`config.mk`:
```
export PLATFORM = sky130hd
export DESIGN_NAME = xor_checked_hex_frame_receiver_core_flat
export DESIGN_NICKNAME = d
export VERILOG_FILES = /design/src/rtl/xhfr_pkg.sv /design/src/rtl/xhfr_if.sv /design/src/rtl/xor_checked_hex_frame_receiver_core.sv /design/src/rtl/xhfr_frame_eval.sv /design/src/flat_wrapper.sv
export SDC_FILE = /design/constraint.sdc
export NUM_CORES = 1
export LEC_CHECK = 0
export BUFFER_PORTS_ARGS = -buffer_cell sky130_fd_sc_hd__buf_2
export CORE_ASPECT_RATIO = 0.7
export CORE_UTILIZATION = 62
export DETAILED_ROUTE_END_ITERATION = 12
export GPL_TIMING_DRIVEN = 0
export PLACE_DENSITY = 0.95
export SLEW_MARGIN = 20
export SYNTH_ARGS = -nofsm -noshare
export SYNTH_HDL_FRONTEND = slang
export SYNTH_SLANG_ARGS = --single-unit
```
`constraint.sdc`:
```
create_clock -name clock -period 4.9 [get_ports clock]
set_clock_uncertainty 0.1 [all_clocks]
set_input_delay 0.245 -clock clock [delete_from_list [all_inputs] [get_ports clock]]
set_output_delay 0.245 -clock clock [all_outputs]
set_load 0.05 [all_outputs]
```
`src/rtl/xhfr_pkg.sv`:
```
// Types and constants of the XOR-checked hex frame receiver.
package xhfr_pkg;

   localparam int FRAME_CAPACITY_DEFAULT = 1024;
   localparam logic [7:0] DELIMITER_RESET = 8'h24;

   typedef enum logic [1:0] {
      STATUS_GOOD      = 2'd0,
      STATUS_MISMATCH  = 2'd1,
      STATUS_BAD_HEX   = 2'd2,
      STATUS_TOO_SHORT = 2'd3
   } status_type;

   // Summary of the frame held at the moment its delimiter arrives.
   typedef struct packed {
      logic       too_short;
      logic [9:0] payload_length;
      logic [7:0] older_xor;
      logic [7:0] digit_hi;
      logic [7:0] digit_lo;
   } frame_type;

   typedef struct packed {
      status_type frame_status;
      logic [9:0] payload_length;
      logic [7:0] received_checksum;
      logic [7:0] computed_checksum;
   } result_type;

endpackage

```
`src/rtl/xhfr_if.sv`:
```
// Valid/ready channel interfaces for received bytes and frame results.
interface xhfr_req_if;
   logic       valid;
   logic       ready;
   logic [7:0] rx_byte;

   modport source (output valid, output rx_byte, input ready);
   modport sink (input valid, input rx_byte, output ready);
endinterface

interface xhfr_rsp_if;
   logic       valid;
   logic       ready;
   logic [1:0] frame_status;
   logic [9:0] payload_length;
   logic [7:0] received_checksum;
   logic [7:0] computed_checksum;

   modport source (
      output valid, output frame_status, output payload_length,
      output received_checksum, output computed_checksum, input ready
   );
   modport sink (
      input valid, input frame_status, input payload_length,
      input received_checksum, input computed_checksum, output ready
   );
endinterface

```
`src/rtl/xor_checked_hex_frame_receiver_core.sv`:
```
// Receiver that frames serial bytes on a delimiter and checks a hex XOR checksum.
// Throughput: one byte transfer per cycle while no held result is stalled by the sink.
// Latency: a frame result is valid in the cycle after its delimiter transfer.
// The receiver takes a new byte while a held result is being taken (ready follows rsp).
// Reset (synchronous, high) clears the frame state and result valid, delimiter back to '$'.
module xor_checked_hex_frame_receiver_core import xhfr_pkg::*; #(
   parameter int FRAME_CAPACITY = FRAME_CAPACITY_DEFAULT
) (
   input  logic        clock,
   input  logic        reset,
   xhfr_req_if.sink    req_bus,
   xhfr_rsp_if.source  rsp_bus,
   input  logic        csr_write_enable,
   input  logic [7:0]  csr_write_data
);

   // Count never reaches the capacity, so it fits in clog2 bits.
   localparam int CountWidth = $clog2(FRAME_CAPACITY);

   logic [CountWidth-1:0] count_ff, count_in;
   logic [CountWidth:0]   count_inc;
   logic [7:0]            older_xor_ff, older_xor_in;
   logic [7:0]            recent_hi_ff, recent_hi_in;   // second most recent byte
   logic [7:0]            recent_lo_ff, recent_lo_in;   // most recent byte
   logic [7:0]            delimiter_ff, delimiter_in;
   logic                  rsp_valid_ff, rsp_valid_in;
   result_type            rsp_data_ff;

   logic       req_transfer;
   logic       is_delimiter;
   logic       rsp_load;
   frame_type  frame;
   result_type result;

   // Accept a byte whenever reset is low and the result register is free or is being emptied.
   assign req_bus.ready = !reset && (!rsp_valid_ff || rsp_bus.ready);
   assign req_transfer  = req_bus.valid && req_bus.ready;
   assign is_delimiter  = (req_bus.rx_byte == delimiter_ff);
   assign count_inc     = (CountWidth + 1)'(count_ff) + (CountWidth + 1)'(1);

   // An empty frame closes silently; any other delimiter loads a result.
   assign rsp_load = req_transfer && is_delimiter && (count_ff != '0);

   // Snapshot of the current frame for the checksum evaluation.
   always_comb begin
      frame.too_short      = (count_ff == CountWidth'(1));
      frame.payload_length = 10'(count_ff - CountWidth'(2));
      frame.older_xor      = older_xor_ff;
      frame.digit_hi       = recent_hi_ff;
      frame.digit_lo       = recent_lo_ff;
   end

   xhfr_frame_eval u_frame_eval (
      .frame  (frame),
      .result (result)
   );

   // Frame state update: shift a byte in, fold the oldest into the XOR, or clear the frame.
   always_comb begin
      count_in     = count_ff;
      older_xor_in = older_xor_ff;
      recent_hi_in = recent_hi_ff;
      recent_lo_in = recent_lo_ff;
      if (req_transfer) begin
         if (is_delimiter) begin
            // Drop the frame after reporting it.
            count_in     = '0;
            older_xor_in = 8'd0;
            recent_hi_in = 8'd0;
            recent_lo_in = 8'd0;
         end else if (count_inc == (CountWidth + 1)'(FRAME_CAPACITY)) begin
            // Frame overflow: discard without a result.
            count_in     = '0;
            older_xor_in = 8'd0;
            recent_hi_in = 8'd0;
            recent_lo_in = 8'd0;
         end else begin
            if (count_ff >= CountWidth'(2)) begin
               older_xor_in = older_xor_ff ^ recent_hi_ff;
            end
            recent_hi_in = recent_lo_ff;
            recent_lo_in = req_bus.rx_byte;
            count_in     = count_inc[CountWidth-1:0];
         end
      end
   end

   // Hold a result until the sink takes it; a new load may replace a taken one.
   always_comb begin
      if (rsp_load) begin
         rsp_valid_in = 1'b1;
      end else if (rsp_bus.ready) begin
         rsp_valid_in = 1'b0;
      end else begin
         rsp_valid_in = rsp_valid_ff;
      end
   end

   assign delimiter_in = csr_write_enable ? csr_write_data : delimiter_ff;

   always_ff @(posedge clock) begin
      if (reset) begin
         count_ff     <= '0;
         older_xor_ff <= 8'd0;
         recent_hi_ff <= 8'd0;
         recent_lo_ff <= 8'd0;
         delimiter_ff <= DELIMITER_RESET;
         rsp_valid_ff <= 1'b0;
      end else begin
         count_ff     <= count_in;
         older_xor_ff <= older_xor_in;
         recent_hi_ff <= recent_hi_in;
         recent_lo_ff <= recent_lo_in;
         delimiter_ff <= delimiter_in;
         rsp_valid_ff <= rsp_valid_in;
      end
   end

   // Result payload needs no reset; it is qualified by the valid register.
   always_ff @(posedge clock) begin
      if (rsp_load) begin
         rsp_data_ff <= result;
      end
   end

   assign rsp_bus.valid             = rsp_valid_ff;
   assign rsp_bus.frame_status      = rsp_data_ff.frame_status;
   assign rsp_bus.payload_length    = rsp_data_ff.payload_length;
   assign rsp_bus.received_checksum = rsp_data_ff.received_checksum;
   assign rsp_bus.computed_checksum = rsp_data_ff.computed_checksum;

endmodule

```
`src/rtl/xhfr_frame_eval.sv`:
```
// Decodes the trailing hex digits of a closed frame and grades its checksum.
module xhfr_frame_eval import xhfr_pkg::*; (
   input  frame_type  frame,
   output result_type result
);

   typedef struct packed {
      logic       ok;
      logic [3:0] value;
   } nibble_type;

   function automatic nibble_type hex_nibble(input logic [7:0] c);
      nibble_type n;
      n.ok    = 1'b1;
      n.value = 4'd0;
      if (c inside {[8'h30:8'h39]}) begin
         n.value = 4'(c - 8'h30);
      end else if (c inside {[8'h41:8'h46]}) begin
         n.value = 4'(c - 8'h37);
      end else if (c inside {[8'h61:8'h66]}) begin
         n.value = 4'(c - 8'h57);
      end else begin
         n.ok = 1'b0;
      end
      return n;
   endfunction

   nibble_type hi;
   nibble_type lo;
   logic [7:0] rx_value;

   assign hi       = hex_nibble(frame.digit_hi);
   assign lo       = hex_nibble(frame.digit_lo);
   assign rx_value = {hi.value, lo.value};

   always_comb begin
      result.frame_status      = STATUS_GOOD;
      result.payload_length    = frame.payload_length;
      result.received_checksum = 8'd0;
      result.computed_checksum = frame.older_xor;
      if (frame.too_short) begin
         result.frame_status      = STATUS_TOO_SHORT;
         result.payload_length    = 10'd0;
         result.computed_checksum = 8'd0;
      end else if (!hi.ok || !lo.ok) begin
         result.frame_status = STATUS_BAD_HEX;
      end else begin
         result.received_checksum = rx_value;
         result.frame_status = (rx_value == frame.older_xor) ? STATUS_GOOD : STATUS_MISMATCH;
      end
   end

endmodule

```
`src/flat_wrapper.sv`:
```
// flat-port wrapper written by rule: the top's interface ports become plain ports
module xor_checked_hex_frame_receiver_core_flat import xhfr_pkg::*;
#(
   parameter int FRAME_CAPACITY = FRAME_CAPACITY_DEFAULT
)
  (clock, reset, csr_write_enable, csr_write_data, req_bus_valid, req_bus_rx_byte, req_bus_ready, rsp_bus_valid, rsp_bus_frame_status, rsp_bus_payload_length, rsp_bus_received_checksum, rsp_bus_computed_checksum, rsp_bus_ready);
  xhfr_req_if req_bus_i ();
  xhfr_rsp_if rsp_bus_i ();
  input  logic clock;
  input  logic reset;
  input  logic csr_write_enable;
  input  logic [7:0] csr_write_data;
  input wire logic [$bits(req_bus_i.valid)-1:0] req_bus_valid;
  input wire logic [$bits(req_bus_i.rx_byte)-1:0] req_bus_rx_byte;
  output wire logic [$bits(req_bus_i.ready)-1:0] req_bus_ready;
  output wire logic [$bits(rsp_bus_i.valid)-1:0] rsp_bus_valid;
  output wire logic [$bits(rsp_bus_i.frame_status)-1:0] rsp_bus_frame_status;
  output wire logic [$bits(rsp_bus_i.payload_length)-1:0] rsp_bus_payload_length;
  output wire logic [$bits(rsp_bus_i.received_checksum)-1:0] rsp_bus_received_checksum;
  output wire logic [$bits(rsp_bus_i.computed_checksum)-1:0] rsp_bus_computed_checksum;
  input wire logic [$bits(rsp_bus_i.ready)-1:0] rsp_bus_ready;
  assign req_bus_i.valid = req_bus_valid;
  assign req_bus_i.rx_byte = req_bus_rx_byte;
  assign req_bus_ready = req_bus_i.ready;
  assign rsp_bus_valid = rsp_bus_i.valid;
  assign rsp_bus_frame_status = rsp_bus_i.frame_status;
  assign rsp_bus_payload_length = rsp_bus_i.payload_length;
  assign rsp_bus_received_checksum = rsp_bus_i.received_checksum;
  assign rsp_bus_computed_checksum = rsp_bus_i.computed_checksum;
  assign rsp_bus_i.ready = rsp_bus_ready;
  xor_checked_hex_frame_receiver_core #(.FRAME_CAPACITY(FRAME_CAPACITY)) u_core (.clock(clock), .reset(reset), .req_bus(req_bus_i), .rsp_bus(rsp_bus_i), .csr_write_enable(csr_write_enable), .csr_write_data(csr_write_data));
endmodule
```
# Word level (Yosys, flattened, before mapping)
# Cells that the tools add are included.
[word_totals] latchBits=0 inputBits=21 rom_bits=0 mem_count=0 output_inout_bits=30 mem_bits_rw=0 regBits=71
[classes] mux=25 multipliers=0 bitwise=1 reduce_logical=21 div=0 n_addsub=8 eq_ne=4 magnitude_cmp=13 n_shift=0
[op_table] operator="$mux 8" count=7
[op_table] operator="$ge 8x7->1 const B" count=4
[op_table] operator="$le 8x7->1 const B" count=4
[op_table] operator="$mux 4" count=6
[op_table] operator="$mux 10" count=2
[op_table] operator="$eq 8x8->1" count=2
[op_table] operator="$ge 8x6->1 const B" count=2
[op_table] operator="$le 8x6->1 const B" count=2
[op_table] operator="$sub 4x3->4 const B" count=4
[op_table] operator="$add 10x1->11 const B" count=1
[op_table] operator="$eq 11x11->1 const B" count=1
[op_table] operator="$eq 10x1->1 const B" count=1
[op_table] operator="$ge 10x2->1 const B" count=1
[op_table] operator="$logic_and 1x1->1" count=10
[op_table] operator="$mux 1" count=10
[op_table] operator="$reduce_bool 10->1" count=1
[op_table] operator="$sub 10x2->10 const B" count=1
[op_table] operator="$sub 4x1->4 const B" count=2
[op_table] operator="$xor 8x8->8" count=1
[op_table] operator="$logic_not 1->1" count=4
[op_table] operator="$reduce_bool 3->1" count=1
[op_table] operator="$logic_or 1x1->1" count=2
[op_table] operator="$reduce_and 2->1" count=1
[op_table] operator="$reduce_bool 2->1" count=1
[op_table] operator="$reduce_or 2->1" count=1

# Longest topological paths before layout
[depth] ltp_word=8 ltp_mapped=9

# By module
# A second synthesis with hierarchy kept.
[unflattened] hier_cells=358 area_unflattened_um2=3757.4
[by_module_without_submodules] module="xor_checked_hex_frame_receiver_core" area_per_inst_um2=2935.3 cells_each=248 n_inst=1 seq_area_each_um2=1701.6
[by_module_without_submodules] module="xhfr_frame_eval" area_per_inst_um2=822.0 cells_each=110 n_inst=1 seq_area_each_um2=0.0

# Worst setup path after synthesis
# OpenSTA, ideal clock, no wires.
[synth_timing] kind="register -> register" from="reg u_core.rsp_valid_ff (netlist: u_core.rsp_bus.valid)" to="reg u_core.rsp_data_ff, in the netlist u_core.rsp_bus.computed_checksum[0], enable pin" setup_ns=0.383 t_arrival_ns=2.395 stages_incl_launch_ff=6 required_ns=4.417 n_path_buf=0 synth_period_minus_slack_ns=2.877 setup_slack_ns=2.023 path_cell_list="dfxtp_1 -> nand2b_1 -> nor2b_1 -> and2_1 -> nand3_1 -> inv_1"
[synth_between] elab_chain_cells=6
[synth_rtl] element="start: declaration" line="xor_checked_hex_frame_receiver_core.sv:26" text="logic rsp_valid_ff, rsp_valid_in;"
[synth_rtl] element="start signal: assignment" line="xor_checked_hex_frame_receiver_core.sv:115" text="rsp_valid_ff <= rsp_valid_in;"
[synth_rtl] element="$logic_not 1->1" line="xor_checked_hex_frame_receiver_core.sv:36" text="assign req_bus.ready = !reset && (!rsp_valid_ff || rsp_bus.ready);"
[synth_rtl] element="$logic_or 1x1->1" line="xor_checked_hex_frame_receiver_core.sv:36"
[synth_rtl] element="$logic_and 1x1->1" line="xor_checked_hex_frame_receiver_core.sv:36"
[synth_rtl] element="via req_bus_ready" line="flat_wrapper.sv:15" text="output wire logic [$bits(req_bus_i.ready)-1:0] req_bus_ready;"
[synth_rtl] element="$logic_and 1x1->1" line="xor_checked_hex_frame_receiver_core.sv:37" text="assign req_transfer = req_bus.valid && req_bus.ready;"
[synth_rtl] element="$logic_and 1x1->1 (2 in a row)" line="xor_checked_hex_frame_receiver_core.sv:42" text="assign rsp_load = req_transfer && is_delimiter && (count_ff != '0);"
[synth_rtl] element="via u_core.rsp_load" line="xor_checked_hex_frame_receiver_core.sv:31" text="logic rsp_load;"
[synth_rtl] element="end signal: assignment" line="xor_checked_hex_frame_receiver_core.sv:122" text="rsp_data_ff <= result;"
[synth_rtl] element="end: declaration" line="xor_checked_hex_frame_receiver_core.sv:27" text="result_type rsp_data_ff;"
# The timed path passes the listed nets, and every way through them passes these cells.
# A chain may end at the register's enable or synchronous reset.

# Worst setup path in the final report
[layout_timing] from="reg u_core.delimiter_ff[4]" to="reg u_core.rsp_data_ff, in the netlist u_core.rsp_bus.received_checksum[1], enable pin"
[layout_between] elab_chain_cells=3
[layout_rtl] element="start: declaration" line="xor_checked_hex_frame_receiver_core.sv:25" text="logic [7:0] delimiter_ff, delimiter_in;"
[layout_rtl] element="start signal: assignment" line="xor_checked_hex_frame_receiver_core.sv:114" text="delimiter_ff <= delimiter_in;"
[layout_rtl] element="$eq 8x8->1" line="xor_checked_hex_frame_receiver_core.sv:38" text="assign is_delimiter = (req_bus.rx_byte == delimiter_ff);"
[layout_rtl] element="$logic_and 1x1->1 (2 in a row)" line="xor_checked_hex_frame_receiver_core.sv:42"
[layout_rtl] element="via u_core.rsp_load" line="xor_checked_hex_frame_receiver_core.sv:31"
# The timed path passes the listed nets, and every way through them passes these cells.

==> reports/metrics.cfg <==
[status]
outcome=complete, no violations

[floorplanning]
ioPinCount=51
std_cell_rows=23
dieArea_sq_um=6390
start_util=0.651
core_sq_um=5780
fp.dieW_microns=95.1
die_y_microns=67.2

[yosys]
synth_fp_nets=418
synth_seq_cells=71
syn_avg_cell_area_sq_um=9.78
yosysSeqAreaShare=0.452
synth_edf_count=28
synth_cells=385
synth_top_family_by_area=simple AND/OR/NAND/NOR gates
synth-xor-area-share=0.0512
synth_compound_area_frac=0.169
muxShareOfSynthArea=0.0269
ys_warn_count=0
synth_area_sq_um=3760
synthArstFlopShare=0
synth_simple_gate_area_share=0.215
synthAdderAreaFrac=0.0399
yosysUniqueCellTypes=61
synthFlopType=dfxtp_1

[sta]
rsz0062_at_grt=no
worst_slack_ps=1960
slew_headroom=0.305
worst_pin_slew_ps=1040
hold_ws_ps=12.6
drv_slew=0
setup_viol=0
max_freq_ghz=0.340
fin_crit_sh=0.600
setup_tns_ps=0
min_period_ps=2940
hold_viol=0

[run]
drv_cap=0

[cts]
worstSkewPairLatency_ps=350
cts_tree=yes
cts_buffers=9
clkSinkCount=71
cts_resized=0
htreeDepth=3
clockRootBuffer=clkbuf_8
hold_buffers=1
path_clk_slew_ps=80
cts_setup_buffers=0
clockBufferDepth=2

[power]
p_per_area_nw_per_um2=282
leakage_nw=1.77
irDropWorstVdd_mv=0.171
power_w=0.00122

[grt]
antenna_found_initial=0
grt_overflow=0
grt_pass1_wl_mm=14.2
grtUsageTotal=0.298
grt_max_degree=29
grt_pass1_vias=2961

[hold_path]
hp-class=in -> reg
holdCritStartpoint=csr_write_data[5]
min_path_cells=2

[detailed_routing]
firstDrtPassIters=6
drt_iter0_drc=333
drcViolationCount=0
drt_wl_total_mm=8.92
vias_per_cell=6.19
drtAntennaViolNets=0
vias=3249
drt-wirelength-per-cell_microns=17.0

[worst_setup_path]
worst-path-buf-inv=2
crit_cells=6
reg2reg_from=u_core.delimiter_ff[4]$_SDFFE_PP0P_
crit_chain=xor2_1, nor4_1, and2_1, clkbuf_1, nand3_1, inv_1
cp.arrival_ps=2810
crit_family=buffers and inverters
r2r_cells=6
max_stage_delay_ps=770
crit_start=u_core.delimiter_ff[4]$_SDFFE_PP0P_
critPathKind=reg -> reg
cp-start-kind=flip-flop
cp_data_required_time_ps=4780
end_kind=flip-flop
crit_path_top_delay_cell=inv_1
cp_max_fo=28

[final_layout]
final_cell_mix=buf_2, nor2_1, dfxtp_1, edfxtp_1, a21oi_1
layout.cells.most_common=buf_2
nFillCells=388
nets=478
drive_gt1_frac=0.222
synthToLayoutAreaGrowth_pct=14.6
layout.cells.non_filler=525
n_antenna_cell=0

[placement]
dp_hpwl_mm=6.15
dp.cells=508
gp_congestion=0.919
io_buffers=48
pre_cts_ws_ps=1960

-- where the power goes --
| group | switching, W | leakage (nW) | internal (W) |
|---|---|---|---|
| Clock | 0.000238 | 0.0989 | 0.000251 |
| Sequential | 0.0000104 | 0.640 | 0.000620 |
| Combinational | 0.0000600 | 1.04 | 0.0000388 |
-- per-layer routing --
layer / share of wire / global-route usage
met5: 0 / 0
met3: 0.075 / 0.0856
met4: 0.023 / 0.121
met2: 0.47 / 0.475
met1: 0.43 / 0.383
-- cell families (layout without fill, tap and decap cells) --
| group | Yosys count | after routing |
|---|---|---|
| flops | 71 | 71 |
| fa+ha+maj | 12 | 12 |
| xor+xnor | 22 | 22 |
| compound gates | 92 | 92 |
| mux | 10 | 10 |
| buf+inv | 34 | 99 |
| simple gates | 144 | 144 |
-- flip-flops by register name, indices dropped and copies added, names as in the netlist --
register                          flops
u_core.recent_hi_ff                   8
u_core.older_xor_ff                   8
u_core.rsp_bus.valid                  1
u_core.rsp_bus.frame_status           2
u_core.rsp_bus.computed_checksum      8
u_core.rsp_bus.received_checksum      8
u_core.delimiter_ff                   8
u_core.recent_lo_ff                   8
u_core.count_ff                      10
u_core.rsp_bus.payload_length        10
-- layout make-up --
type	instances	area, sq um	share of cell area
Clock buffer	10	138	0.0319
Tap cell	75	93.8	0.0218
Clock inverter	6	67.6	0.0157
Inverter	10	37.5	0.00870
Buffer	24	138	0.0319
Timing Repair Buffer	49	250	0.0580
Sequential cell	71	1700	0.395
Multi-Input combinational cell	280	1890	0.437
-- per-stage QoR --
stage	util	area [sq um]
after detailed placement	0.708	4100
after global routing	0.746	4310
after floorplan	-	3760
after CTS	0.746	4310
final	0.746	4310
after global placement	0.708	4100
-- synthesized netlist by cell type (all sizes together) (10+ instances only) --
library cell | instances | share of area
o21ai | 19 | 0.025
xor2 | 11 | 0.026
a22oi | 19 | 0.038
inv | 10 | 0.010
buf | 14 | 0.027
nand2 | 17 | 0.018
xnor2 | 11 | 0.026
edfxtp | 28 | 0.22
and2 | 13 | 0.022
nor2 | 56 | 0.057
dfxtp | 43 | 0.23
clkbuf | 10 | 0.010
a21oi | 22 | 0.031
ha | 12 | 0.040
-- path summary, 6_finish.rpt --
| path | to | slack [ps] |
|---|---|---|
| setup / recovery | u_core.rsp_bus.received_checksum[1]$_SDFFCE_PP0P_ | 1960 |
| hold / removal | u_core.delimiter_ff[5]$_SDFFE_PP1P_ | 10 |
| setup reg to reg | u_core.rsp_bus.received_checksum[1]$_SDFFCE_PP0P_ | 1960 |
| hold reg to reg | u_core.older_xor_ff[0]$_SDFFE_PP0P_ | 420 |
Note: power is estimated with default switching activity, not from simulation.
